<file path="config.mk">
export PLATFORM = sky130hd
export DESIGN_NAME = ipv4_dotted_address_parser_top
export DESIGN_NICKNAME = d
export VERILOG_FILES = /design/src/rtl/core/ipv4p_pkg.sv /design/src/rtl/core/ipv4_dotted_address_parser_top.sv
export SDC_FILE = /design/constraint.sdc
export NUM_CORES = 1
export LEC_CHECK = 0
export BUFFER_PORTS_ARGS = -buffer_cell sky130_fd_sc_hd__buf_2
export CORE_MARGIN = 2
export CORE_UTILIZATION = 55
export CTS_CLUSTER_DIAMETER = 30
export DETAILED_ROUTE_END_ITERATION = 6
export HOLD_SLACK_MARGIN = 0.03
export PLACE_DENSITY = 0.86
export SLEW_MARGIN = 20
export SYNTH_ARGS = -nofsm -noshare
export SYNTH_HDL_FRONTEND = slang
export SYNTH_SLANG_ARGS = --single-unit
export TNS_END_PERCENT = 1
</file>
<file path="constraint.sdc">
create_clock -name aclk -period 4.6 [get_ports aclk]
set_input_delay 0 -clock aclk [delete_from_list [all_inputs] [get_ports aclk]]
set_output_delay 0 -clock aclk [all_outputs]
set_load 0.02 [all_outputs]
</file>
<file path="src/rtl/core/ipv4p_pkg.sv">
`timescale 1ns / 1ps

package ipv4p_pkg;

    typedef logic [2:0]  phase_t;
    typedef logic [1:0]  radix_t;
    typedef logic [31:0] word_t;

    localparam phase_t PH_START  = 3'd0;
    localparam phase_t PH_ZERO   = 3'd1;
    localparam phase_t PH_DIGITS = 3'd2;
    localparam phase_t PH_OK     = 3'd3;
    localparam phase_t PH_BAD    = 3'd4;

    localparam radix_t RX_DEC = 2'd0;
    localparam radix_t RX_OCT = 2'd1;
    localparam radix_t RX_HEX = 2'd2;

    localparam word_t LIMIT_24 = 32'h00ff_ffff;
    localparam word_t LIMIT_16 = 32'h0000_ffff;
    localparam word_t LIMIT_8  = 32'h0000_00ff;

    localparam logic [7:0] CH_NUL = 8'h00;
    localparam logic [7:0] CH_DOT = 8'h2e;
    localparam logic [7:0] CH_0   = 8'h30;
    localparam logic [7:0] CH_9   = 8'h39;
    localparam logic [7:0] CH_X   = 8'h58;
    localparam logic [7:0] CH_LX  = 8'h78;
    localparam logic [7:0] CH_A   = 8'h41;
    localparam logic [7:0] CH_F   = 8'h46;
    localparam logic [7:0] CH_LA  = 8'h61;
    localparam logic [7:0] CH_LF  = 8'h66;
    localparam logic [7:0] CH_SP  = 8'h20;
    localparam logic [7:0] CH_TAB = 8'h09;
    localparam logic [7:0] CH_CR  = 8'h0d;

    localparam logic [1:0] MAX_EARLIER = 2'd3;

endpackage

</file>
<file path="src/rtl/core/ipv4_dotted_address_parser_top.sv">
`timescale 1ns / 1ps
// A zero byte is first registered in the input register and parsed from there; the result of a
// string is presented at the edge at which that byte is parsed, which an output stall can delay.
// Throughput: one character per cycle; a zero byte waits
// only while an earlier result is still held in the result register.
// Reset (aresetn low, synchronous) empties both registers and returns the parser to the
// start of a string; the stored earlier parts are not cleared.

module ipv4_dotted_address_parser_top (
    input  logic        aclk,
    input  logic        aresetn,
    input  logic        s_valid,
    output logic        s_ready,
    input  logic [7:0]  s_ch,
    output logic        m_valid,
    input  logic        m_ready,
    output logic        m_valid_res,
    output ipv4p_pkg::word_t m_address
);

    import ipv4p_pkg::*;

    logic       in_valid_reg;
    logic [7:0] in_ch_reg;

    phase_t phase_reg, phase_next;
    word_t  part_reg, part_next;
    radix_t radix_reg, radix_next;
    logic [1:0] done_reg, done_next;
    word_t  earlier_reg [3];

    logic   out_valid_reg, out_valid_next;
    logic   out_res_reg, out_res_next;
    word_t  out_addr_reg, out_addr_next;

    logic   is_end, advance, emit, store_part;
    logic   fin_ok;
    word_t  fin_val;

    assign is_end  = (in_ch_reg == CH_NUL);
    assign advance = in_valid_reg && (!is_end || !out_valid_reg || m_ready);
    assign s_ready = !in_valid_reg || advance;

    assign m_valid     = out_valid_reg;
    assign m_valid_res = out_res_reg;
    assign m_address   = out_addr_reg;

    always_comb begin
        fin_ok  = 1'b1;
        fin_val = part_reg;
        case (done_reg)
            2'd0: begin
                fin_val = part_reg;
            end
            2'd1: begin
                fin_ok  = (part_reg <= LIMIT_24);
                fin_val = part_reg | (earlier_reg[0] << 24);
            end
            2'd2: begin
                fin_ok  = (part_reg <= LIMIT_16);
                fin_val = part_reg | (earlier_reg[0] << 24) | (earlier_reg[1] << 16);
            end
            default: begin
                fin_ok  = (part_reg <= LIMIT_8);
                fin_val = part_reg | (earlier_reg[0] << 24) | (earlier_reg[1] << 16)
                        | (earlier_reg[2] << 8);
            end
        endcase
    end

    always_comb begin
        radix_t     eff_radix;
        logic       is_dig, is_hex_lc, is_hex_uc, is_sp;
        word_t      scaled;
        logic [3:0] letter;
        eff_radix = (phase_reg == PH_ZERO) ? RX_OCT : radix_reg;
        is_dig    = (in_ch_reg inside {[CH_0:CH_9]});
        is_hex_lc = (in_ch_reg inside {[CH_LA:CH_LF]});
        is_hex_uc = (in_ch_reg inside {[CH_A:CH_F]});
        is_sp     = (in_ch_reg == CH_SP) || (in_ch_reg inside {[CH_TAB:CH_CR]});
        letter    = {1'b0, in_ch_reg[2:0]} + 4'd9;
        case (eff_radix)
            RX_HEX:  scaled = part_reg << 4;
            RX_OCT:  scaled = part_reg << 3;
            default: scaled = (part_reg << 3) + (part_reg << 1);
        endcase

        phase_next = phase_reg;
        part_next  = part_reg;
        radix_next = radix_reg;
        done_next  = done_reg;
        emit       = 1'b0;
        store_part = 1'b0;
        out_res_next  = 1'b0;
        out_addr_next = '0;

        case (phase_reg)
            PH_ZERO, PH_DIGITS: begin
                if (phase_reg == PH_ZERO && (in_ch_reg == CH_X || in_ch_reg == CH_LX)) begin
                    radix_next = RX_HEX;
                    phase_next = PH_DIGITS;
                end else begin
                    radix_next = eff_radix;
                    phase_next = PH_DIGITS;
                    if (is_dig) begin
                        part_next = scaled + {28'd0, in_ch_reg[3:0]};
                    end else if (eff_radix == RX_HEX && (is_hex_lc || is_hex_uc)) begin
                        part_next = scaled | {28'd0, letter};
                    end else if (in_ch_reg == CH_DOT) begin
                        if (done_reg == MAX_EARLIER) begin
                            phase_next = PH_BAD;
                            part_next  = '0;
                        end else begin
                            store_part = 1'b1;
                            done_next  = done_reg + 2'd1;
                            part_next  = '0;
                            radix_next = RX_DEC;
                            phase_next = PH_START;
                        end
                    end else if (is_end) begin
                        emit          = 1'b1;
                        out_res_next  = fin_ok;
                        out_addr_next = fin_ok ? fin_val : '0;
                    end else if (is_sp) begin
                        phase_next = fin_ok ? PH_OK : PH_BAD;
                        part_next  = fin_ok ? fin_val : '0;
                    end else begin
                        phase_next = PH_BAD;
                        part_next  = '0;
                    end
                end
            end
            PH_OK: begin
                if (is_end) begin
                    emit          = 1'b1;
                    out_res_next  = 1'b1;
                    out_addr_next = part_reg;
                end
            end
            PH_BAD: begin
                emit = is_end;
            end
            default: begin
                if (is_end) begin
                    emit = 1'b1;
                end else if (!is_dig) begin
                    phase_next = PH_BAD;
                    part_next  = '0;
                end else if (in_ch_reg == CH_0) begin
                    phase_next = PH_ZERO;
                    part_next  = '0;
                end else begin
                    radix_next = RX_DEC;
                    part_next  = {28'd0, in_ch_reg[3:0]};
                    phase_next = PH_DIGITS;
                end
            end
        endcase

        if (emit) begin
            phase_next = PH_START;
            part_next  = '0;
            radix_next = RX_DEC;
            done_next  = 2'd0;
        end

        if (advance && emit) begin
            out_valid_next = 1'b1;
        end else if (m_ready) begin
            out_valid_next = 1'b0;
        end else begin
            out_valid_next = out_valid_reg;
        end
    end

    always_ff @(posedge aclk) begin
        if (!aresetn) begin
            in_valid_reg  <= 1'b0;
            out_valid_reg <= 1'b0;
            phase_reg     <= PH_START;
            part_reg      <= '0;
            radix_reg     <= RX_DEC;
            done_reg      <= 2'd0;
        end else begin
            if (s_ready) begin
                in_valid_reg <= s_valid;
            end
            out_valid_reg <= out_valid_next;
            if (advance) begin
                phase_reg <= phase_next;
                part_reg  <= part_next;
                radix_reg <= radix_next;
                done_reg  <= done_next;
            end
        end
    end

    always_ff @(posedge aclk) begin
        if (s_ready && s_valid) begin
            in_ch_reg <= s_ch;
        end
        if (advance && store_part) begin
            earlier_reg[done_reg] <= part_reg;
        end
        if (advance && emit) begin
            out_res_reg  <= out_res_next;
            out_addr_reg <= out_addr_next;
        end
    end

endmodule

</file>
Yosys cells after proc, flatten, opt, wreduce, memory -nomap -nowiden
Memories as Yosys holds them, arrays and structs flattened.
Index checks and enable logic that the tools add are counted.
Operators by class
  add/sub/neg operators: 4
  magnitude comparators: 11
  equal/unequal tests: 23
  multiplexer cells: 75
  bitwise operators: 4
  reduce and logical (&&, ||, !) cells: 31
Operator list (number)
  2-to-1 mux 32 bit: 15
  one-hot mux 32 bit (2 select lines): 3
  OR 32 bit: 3
  one-hot mux 32 bit (3 select lines): 1
  2-to-1 mux 2 bit: 18
  2-to-1 mux 3 bit: 11
  adder 32 bit: 1
  adder 32 x 4 -> 32 bit: 1
  less-or-equal comparator 32 x 16 -> 1 bit, second input constant: 1
  less-or-equal comparator 32 x 24 -> 1 bit, second input constant: 1
  less-or-equal comparator 32 x 8 -> 1 bit, second input constant: 1
  OR 32 x 4 -> 32 bit: 1
  == test 8 x 6 -> 1 bit, second input constant: 3
  2-to-1 mux 1 bit: 20
  == test 8 x 7 -> 1 bit, second input constant: 2
  greater-or-equal comparator 8 x 7 -> 1 bit, second input constant: 2
  less-or-equal comparator 8 x 7 -> 1 bit, second input constant: 2
  logical AND 1 bit: 10
  AND reduction 5 bit: 2
  greater-or-equal comparator 8 x 4 -> 1 bit, second input constant: 1
  greater-or-equal comparator 8 x 6 -> 1 bit, second input constant: 1
  less-or-equal comparator 8 x 4 -> 1 bit, second input constant: 1
  less-or-equal comparator 8 x 6 -> 1 bit, second input constant: 1
  zero test 8 bit: 1
  26 further kinds: 45
Storage, ports and cells
  register bits: 82
  bits in writable memories: 96
  output and inout bits: 35
  memories: 1
Memories
  earlier_reg: words 3, width 32, read ports 3, clocked after memory_dff 0, wr ports 1, RTL line ipv4_dotted_address_parser_top.sv:30  | word_t earlier_reg [3];

Logic depth before layout (Yosys ltp)
Gate-level depths: netlist (run 1).
An unclocked memory read counts as a cell.
  word-level depth: 14
  mapped depth: 21
  gate-level depth less buffers: 16

Least setup slack after synthesis (run 1)
No wires, ideal clock.
  path kind: register to register
  start point: register phase_reg[0]
  end point: register part_reg[27]
  data arrival time: 4.774 ns
  required time: 4.530 ns
  slack: -0.244 ns
  cell stages (with the launch flop): 21
  clock period less this slack: 4.844 ns
  cells stage by stage: dfxtp_1 or3b_2 nand2b_1 ha_1 buf_2 buf_1 buf_1 clkbuf_1 clkbuf_1 o21ai_0 ha_1 a21oi_1 nor2_1 nand3_1 nor4_4 nand2_1 nor3_4 nand4_2 xor2_1 a2111o_1 a21oi_1
On the way
  longest elaborated chain between the ends: 10
  elaborated cells on any way between the ends: 28
  classes of those cells: add/sub (1); eq/ne (10); mux (11); bitwise (1); reduce/logical (5)
RTL lines
  start, declared: RTL line ipv4_dotted_address_parser_top.sv:26  | phase_t phase_reg, phase_next;
  start signal, assigned: RTL line ipv4_dotted_address_parser_top.sv:190  | phase_reg <= phase_next;
  parallel branches: the longest is 10 deep, another holds adder 32 x 4 -> 32 bit
  end signal, assigned: RTL line ipv4_dotted_address_parser_top.sv:191  | part_reg <= part_next;
  end, declared: RTL line ipv4_dotted_address_parser_top.sv:27  | word_t part_reg, part_next;
Several ways; the timed one is not identified. The select of a mux whose other input is x is not followed.
A chain may end at the register's enable or synchronous reset.

Final worst setup path (run 1)
Ends and elaborated chain as after synthesis.

==> results of run 1 <==
==> routing by layer <==
layer | GRT usage (%) | vias up | wire length, um | part of all wire [%]
met5 | 0 | - | 12 | 0.045
met4 | 13.26 | 2 | 1110 | 4.2
met3 | 5.900 | 92 | 3099 | 12
met2 | 45.34 | 628 | 11780 | 45
met1 | 41.16 | 4066 | 10470 | 40
li1 | - | 4034 | - | -
==> logic make-up (layout without fill, tap and decap cells) <==
kind of cell	count (synthesis)	in the layout
XOR/XNOR	40	40
multiplexers	2	2
buffers and inverters	85	142
adder cells (fa/ha/maj)	43	43
AND/OR/NAND/NOR	375	375
AO/OA/AOI/OAI	363	363
flip-flops	130	130
==> through the flow <==
step | std cells | hold slack, ns | area (sq um)
finish | 1311 | 0.2766 | 10250
global route | 1311 | 0.2894 | 10250
CTS | 1311 | 0.2759 | 10250
detailed placement | 1266 | 0.1781 | 9550
global placement | 1266 | 0.1761 | 9550
floorplan | 1038 | 0.09887 | 9080
==> worst min-delay path by stage <==
stage | to | slack [ns] | cells past startpoint
finish | in_ch_reg[3]$_DFFE_PP_ | 0.28 | 2
detailed placement | in_ch_reg[6]$_DFFE_PP_ | 0.18 | 1
CTS | in_ch_reg[6]$_DFFE_PP_ | 0.28 | 2
global placement | in_ch_reg[5]$_DFFE_PP_ | 0.18 | 1
floorplan | in_ch_reg[0]$_DFFE_PP_ | 0.1 | 0
global route | in_ch_reg[1]$_DFFE_PP_ | 0.29 | 2
==> final cells by class <==
| cell class | count | area (sq um) |
|---|---|---|
| clock buffer | 20 | 456.7 |
| clock inverter | 12 | 108.9 |
| sequential | 130 | 3493 |
| timing repair buffer | 89 | 589.3 |
| tap | 216 | 270.3 |
| multi-input combinational | 823 | 5254 |
| fill | 1276 | 5749 |
| inverter | 21 | 78.83 |
==> power by group through the flow <==
stage | combinational [mW] | clock (mW) | sequential (mW)
floorplan | 0.0597 | 0 | 1.28
global placement | 0.0788 | 0 | 1.28
detailed placement | 0.0802 | 0 | 1.28
CTS | 0.0888 | 1.28 | 1.26
global route | 0.0995 | 1.34 | 1.26
finish | 0.0921 | 1.29 | 1.26
==> worst max-delay path: stages (launching register included) <==
cell and delay (ns):
dfxtp_1 0.44, or3b_2 0.54, nand2b_1 0.14, ha_2 0.30, and2_1 0.17, ha_1 0.19
fa_1 0.22, a21oi_1 0.10, nor2_1 0.19, nand3_1 0.17, nor4_4 0.22, nand2_1 0.22
nor3_4 0.35, nand4_2 0.14, xor2_1 0.16, a2111o_1 0.43, a21oi_1 0.15
==> cell usage in the layout (no fill, tap or decap), types with 12 or more instances in the layout <==
| cell | netlist | layout |
|---|---|---|
| a21oi_1 | 112 | 112 |
| buf_4 | 0 | 29 |
| inv_1 | 19 | 18 |
| nor3_1 | 16 | 16 |
| edfxtp_1 | 89 | 89 |
| nand3_1 | 30 | 30 |
| a31oi_1 | 21 | 21 |
| buf_2 | 15 | 46 |
| dlygate4sd3_1 | 0 | 13 |
| nand2b_1 | 14 | 14 |
| ha_1 | 41 | 40 |
| xor2_1 | 17 | 17 |
| a221o_1 | 12 | 12 |
| clkbuf_16 | 0 | 17 |
| nand2_1 | 89 | 89 |
| a221oi_1 | 18 | 18 |
| a21o_1 | 16 | 16 |
| o21ai_0 | 58 | 58 |
| nor2_1 | 124 | 124 |
| dfxtp_1 | 41 | 41 |
| nor2b_1 | 12 | 12 |
| xnor2_1 | 23 | 23 |
==> repair_timing <==
action | in CTS | in global routing
setup endpoints to repair | 0 | 1
hold endpoints to repair | 19 | 0
hold buffers | 13 | 0
resized for setup | 0 | 1
==> results.toml, run 1 <==
[status]
status = "finished clean"

[global_routing]
grt_max_degree = 55
grt_pass1_wl_um = 41770
antenna_found_initial = 1
grt_usage_pct = 29.75
gr-total-overflow = 0
grt_pass1_vias = 7783

[worst_setup_path]
critPathKind = "reg -> reg"
reg2reg_from = "phase_reg[0]$_SDFFE_PN0P_"
r2r-end = "part_reg[27]$_SDFFE_PN0P_"
end_kind = "register"
reg2reg_depth = 16
crit_end = "part_reg[27]$_SDFFE_PN0P_"
worstSetupStartpointType = "register"
reg2reg_setup_slack_ns = 0.38
cp_max_fo = 12
required_ns = 4.95
cp.arrival_ns = 4.57
startpoint = "phase_reg[0]$_SDFFE_PN0P_"

[layout]
largest_register_ffs = 48
area_growth_pct = 12.94
diodes = 0
fin_nets = 1137
fin_util_pct = 64.07
drive_gt1_share_pct = 13.52

[timing]
rsz0062_at_grt = "no"
fin_crit_ns = 4.218
fin_crit_sh_pct = 91.69
final_hold_viol_count = 0
fmax_mhz = 237.1
drv_slew = 0
finalClockSkew_ns = 0.01423
relSlewSlack_pct = 33.14
worst_slack_ns = 0.3822
setup_viol = 0
worst_pin_slew_ns = 0.9937
setup_tns_ns = 0

[yosys]
syn_area_sq_mm = 0.009076
synth.area.mux_share_pct = 0.2481
synth_area_leader_cell = "edfxtp_1"
synth-adder-area-share_pct = 6.093
syn_area_per_cell_sq_um = 8.744
synth_edf_count = 89
synth_top_family_by_area = "compound AO/OA/AOI/OAI gates"
synth-xor-area-share_pct = 3.860
yosysWarnings = 0
post-synth-top-count-cell = "nor2_1"
synth_cells = 1038
postSynth.asyncResetShare_pct = 0
synthTopCellsByCount = "124 x nor2_1, 112 x a21oi_1, 89 x edfxtp_1, 89 x nand2_1, 58 x o21ai_0"
synthSimpleGateAreaFrac_pct = 20.76
yosysSeqAreaShare_pct = 38.49
synth_top_cell_area_share_pct = 29.45
netlist_top_cells_area = "edfxtp_1 29%, dfxtp_1 9.0%, a21oi_1 6.2%"
synth_compound_area_share_pct = 26.81
ys.flop_type = "edfxtp_1"
ys_ff_latch = 130
ys_types = 91
synth.net_count = 1093

[cts]
cts_buffers = 17
cts_sinks = 130
cts_max_path_buffers = 2
post-cts-setup-buffers = 0
ctsRootBufferMaster = "clkbuf_16"
clk_pin_slew_ns = 0.06
cts_tree = "done"
cts_max_level = 4
insertion_delay_ns = 0.42

[power_and_ir_drop]
powerDensity_mw_per_mm2 = 257.8
power_frac_seq_pct = 47.7
p_sw_share_pct = 22.43
p_int_mw = 2.050
power_switching_mw = 0.5927
leakagePower_nw = 3.798
p_clk_share_pct = 48.8
p_comb_share_pct = 3.5
p_total_mw = 2.643
max-vdd-ir-drop_v = 0.0002234

[routing]
drc = 0
drtIter0Drc = 1358
drt-pass1-iter-count = 6
wl_per_cell_um = 20.19
routed_wl_um = 26470
vias_per_cell = 6.729
vias = 8822
ant_nets = 0

[flow_run]
cap_violations = 0

[place]
gp_congestion = 0.9731
portBuffers = 46
hpwl_um = 18690
pre_cts_ws_ns = 0.4669

[die]
ios = 47
num_rows = 46
coreArea_sq_mm = 0.01600
die_w_um = 132.5
initial_core_util_pct = 56.73
die_h_um = 132.5
die_area_sq_mm = 0.01755

[worst_hold_path]
hp-start = "s_ch[3]"
hold_path_class = "in -> reg"
(Power assumes the default switching activity.)
==> run 2, diff against run 1 <==
--- a/config.mk
+++ b/config.mk
@@ -12,6 +12,7 @@
 export DETAILED_ROUTE_END_ITERATION = 6
 export HOLD_SLACK_MARGIN = 0.03
 export PLACE_DENSITY = 0.86
+export RECOVER_POWER = 25
 export SLEW_MARGIN = 20
 export SYNTH_ARGS = -nofsm -noshare
 export SYNTH_HDL_FRONTEND = slang
==> run 2 against run 1 <==
Compared with the run above: hold slack about the same; utilization fell by 0.38 points; sequential power about the same; clock skew is 0.0030 ns lower; worst setup slack lost 0.031 ns.
==> results.toml, run 2 (synthesis gave the netlist of run 1 again) <==
[status]
status = "finished clean"

[global_routing]
grt_pass1_wl_um = 41770
grt_pass1_vias = 7783
antenna_found_initial = 1
gr-total-overflow = 0
grt_usage_pct = 29.75
grt_max_degree = 55

[routing]
wl_per_cell_um = 20.12
vias = 8859
vias_per_cell = 6.757
ant_nets = 0
drt-pass1-iter-count = 6
routed_wl_um = 26380
drc = 0
drtIter0Drc = 1367

[cts]
cts_buffers = 17
insertion_delay_ns = 0.42
ctsRootBufferMaster = "clkbuf_16"
cts_max_path_buffers = 2
cts_max_level = 4
clk_pin_slew_ns = 0.06
cts_tree = "done"
cts_sinks = 130

[place]
post-place-cells = 1266
place_area_sq_mm = 0.009550
pre_cts_ws_ns = 0.4669
hpwl_um = 18690
portBuffers = 46
gp_congestion = 0.9731

[die]
die_h_um = 132.5
die_w_um = 132.5
die_area_sq_mm = 0.01755
num_rows = 46
ios = 47
initial_core_util_pct = 56.73
coreArea_sq_mm = 0.01600

[layout]
final_common_cell = "nor2_1"
final_area_sq_mm = 0.01019
diodes = 0
fin_cells = 1311
area_growth_pct = 12.27
fin_nets = 1137
fin_util_pct = 63.68
largest_register_ffs = 48
final_cell_mix = "124 x nor2_1, 112 x a21oi_1, 89 x nand2_1, 89 x edfxtp_1, 58 x o21ai_0"
drive_gt1_share_pct = 11.42

[timing]
worst_pin_slew_ns = 1.053
worst_slack_ns = 0.3515
fmax_mhz = 235.4
relSlewSlack_pct = 29.13
final_hold_viol_count = 0
finalClockSkew_ns = 0.01120
fin_crit_sh_pct = 92.36
rsz0062_at_grt = "no"
fin_crit_ns = 4.248
holdWs_ns = 0.2768
setup_tns_ns = 0
drv_slew = 0
setup_viol = 0

[power_and_ir_drop]
p_total_mw = 2.644
power_switching_mw = 0.5942
p_int_mw = 2.050
p_sw_share_pct = 22.47
powerDensity_mw_per_mm2 = 259.5
power_frac_seq_pct = 47.7
p_comb_share_pct = 3.5
leakagePower_nw = 3.715
max-vdd-ir-drop_v = 0.0002234
p_clk_share_pct = 48.9

[worst_setup_path]
cp.arrival_ns = 4.60
cpPeakStageDelay_ns = 0.60
critPathKind = "reg -> reg"
path_cells = "clkbuf_1 > ha_1 > a21o_1 > a311oi_1 > nor3_1 > o21ai_0 > a31oi_1 > nand4b_2 > nor3_4 > nand4_2 > xor2_1 > a2111o_1 > a21oi_1"
worstSetupStartpointType = "register"
cpMaxStageDelayCell = "clkbuf_1"
required_ns = 4.95
end_kind = "register"
cp_max_fo = 11

[flow_run]
cap_violations = 0

[worst_hold_path]
hold_path_class = "in -> reg"
[run 2: power by group through the flow]
stage          Sequential [mW]  Combinational [mW]  Clock, mW
2_1_floorplan             1.28              0.0597          0
3_3_place_gp              1.28              0.0788          0
3_5_place_dp              1.28              0.0802          0
4_1_cts                   1.26              0.0888       1.28
5_1_grt                   1.26              0.0993       1.34
6_report                  1.26              0.0918       1.29
[run 2: path summary, 6_finish.rpt]
| kind | depth (start not counted) | slack [ns] | start | to |
|---|---|---|---|---|
| max | 13 | 0.35 | part_reg[2]$_SDFFE_PN0P_ | part_reg[27]$_SDFFE_PN0P_ |
| min reg2reg | 2 | 0.53 | done_reg[0]$_SDFFE_PN0P_ | done_reg[0]$_SDFFE_PN0P_ |
| max reg2reg | 13 | 0.35 | part_reg[2]$_SDFFE_PN0P_ | part_reg[27]$_SDFFE_PN0P_ |
| min | 2 | 0.28 | s_ch[3] | in_ch_reg[3]$_DFFE_PP_ |
[run 2: area by class of cell]
class                      instances  area, sq um
sequential                       130         3493
multi-input combinational        823         5254
timing repair buffer              89        528.0
inverter                          21        78.83
tap                              216        270.3
clock inverter                    12        108.9
fill                            1300         5811
clock buffer                      20        456.7
[run 2: worst max-delay path: cells and delay by family, from the launching register on]
kind	cells	cell delay [ns]
AO/OA/AOI/OAI	6	1.63
XOR/XNOR	1	0.17
adder cells (fa/ha/maj)	1	0.40
buffers and inverters	1	0.60
flip-flops	1	0.39
AND/OR/NAND/NOR	4	1.00
[run 2: layer usage]
layer	routed length, um	global-route usage [%]	vias up
met2	11720	45.34	627
met4	1137	13.26	2
met3	3031	5.900	92
met1	10480	41.16	4102
li1	-	-	4036
met5	12	0	-
[run 2: repair_timing]
action                     4_1_cts  5_1_grt
setup endpoints to repair        0        1
buffers inserted                 0        0
hold buffers                    13        0
gates resized for setup          0        1
hold endpoints to repair        19        0
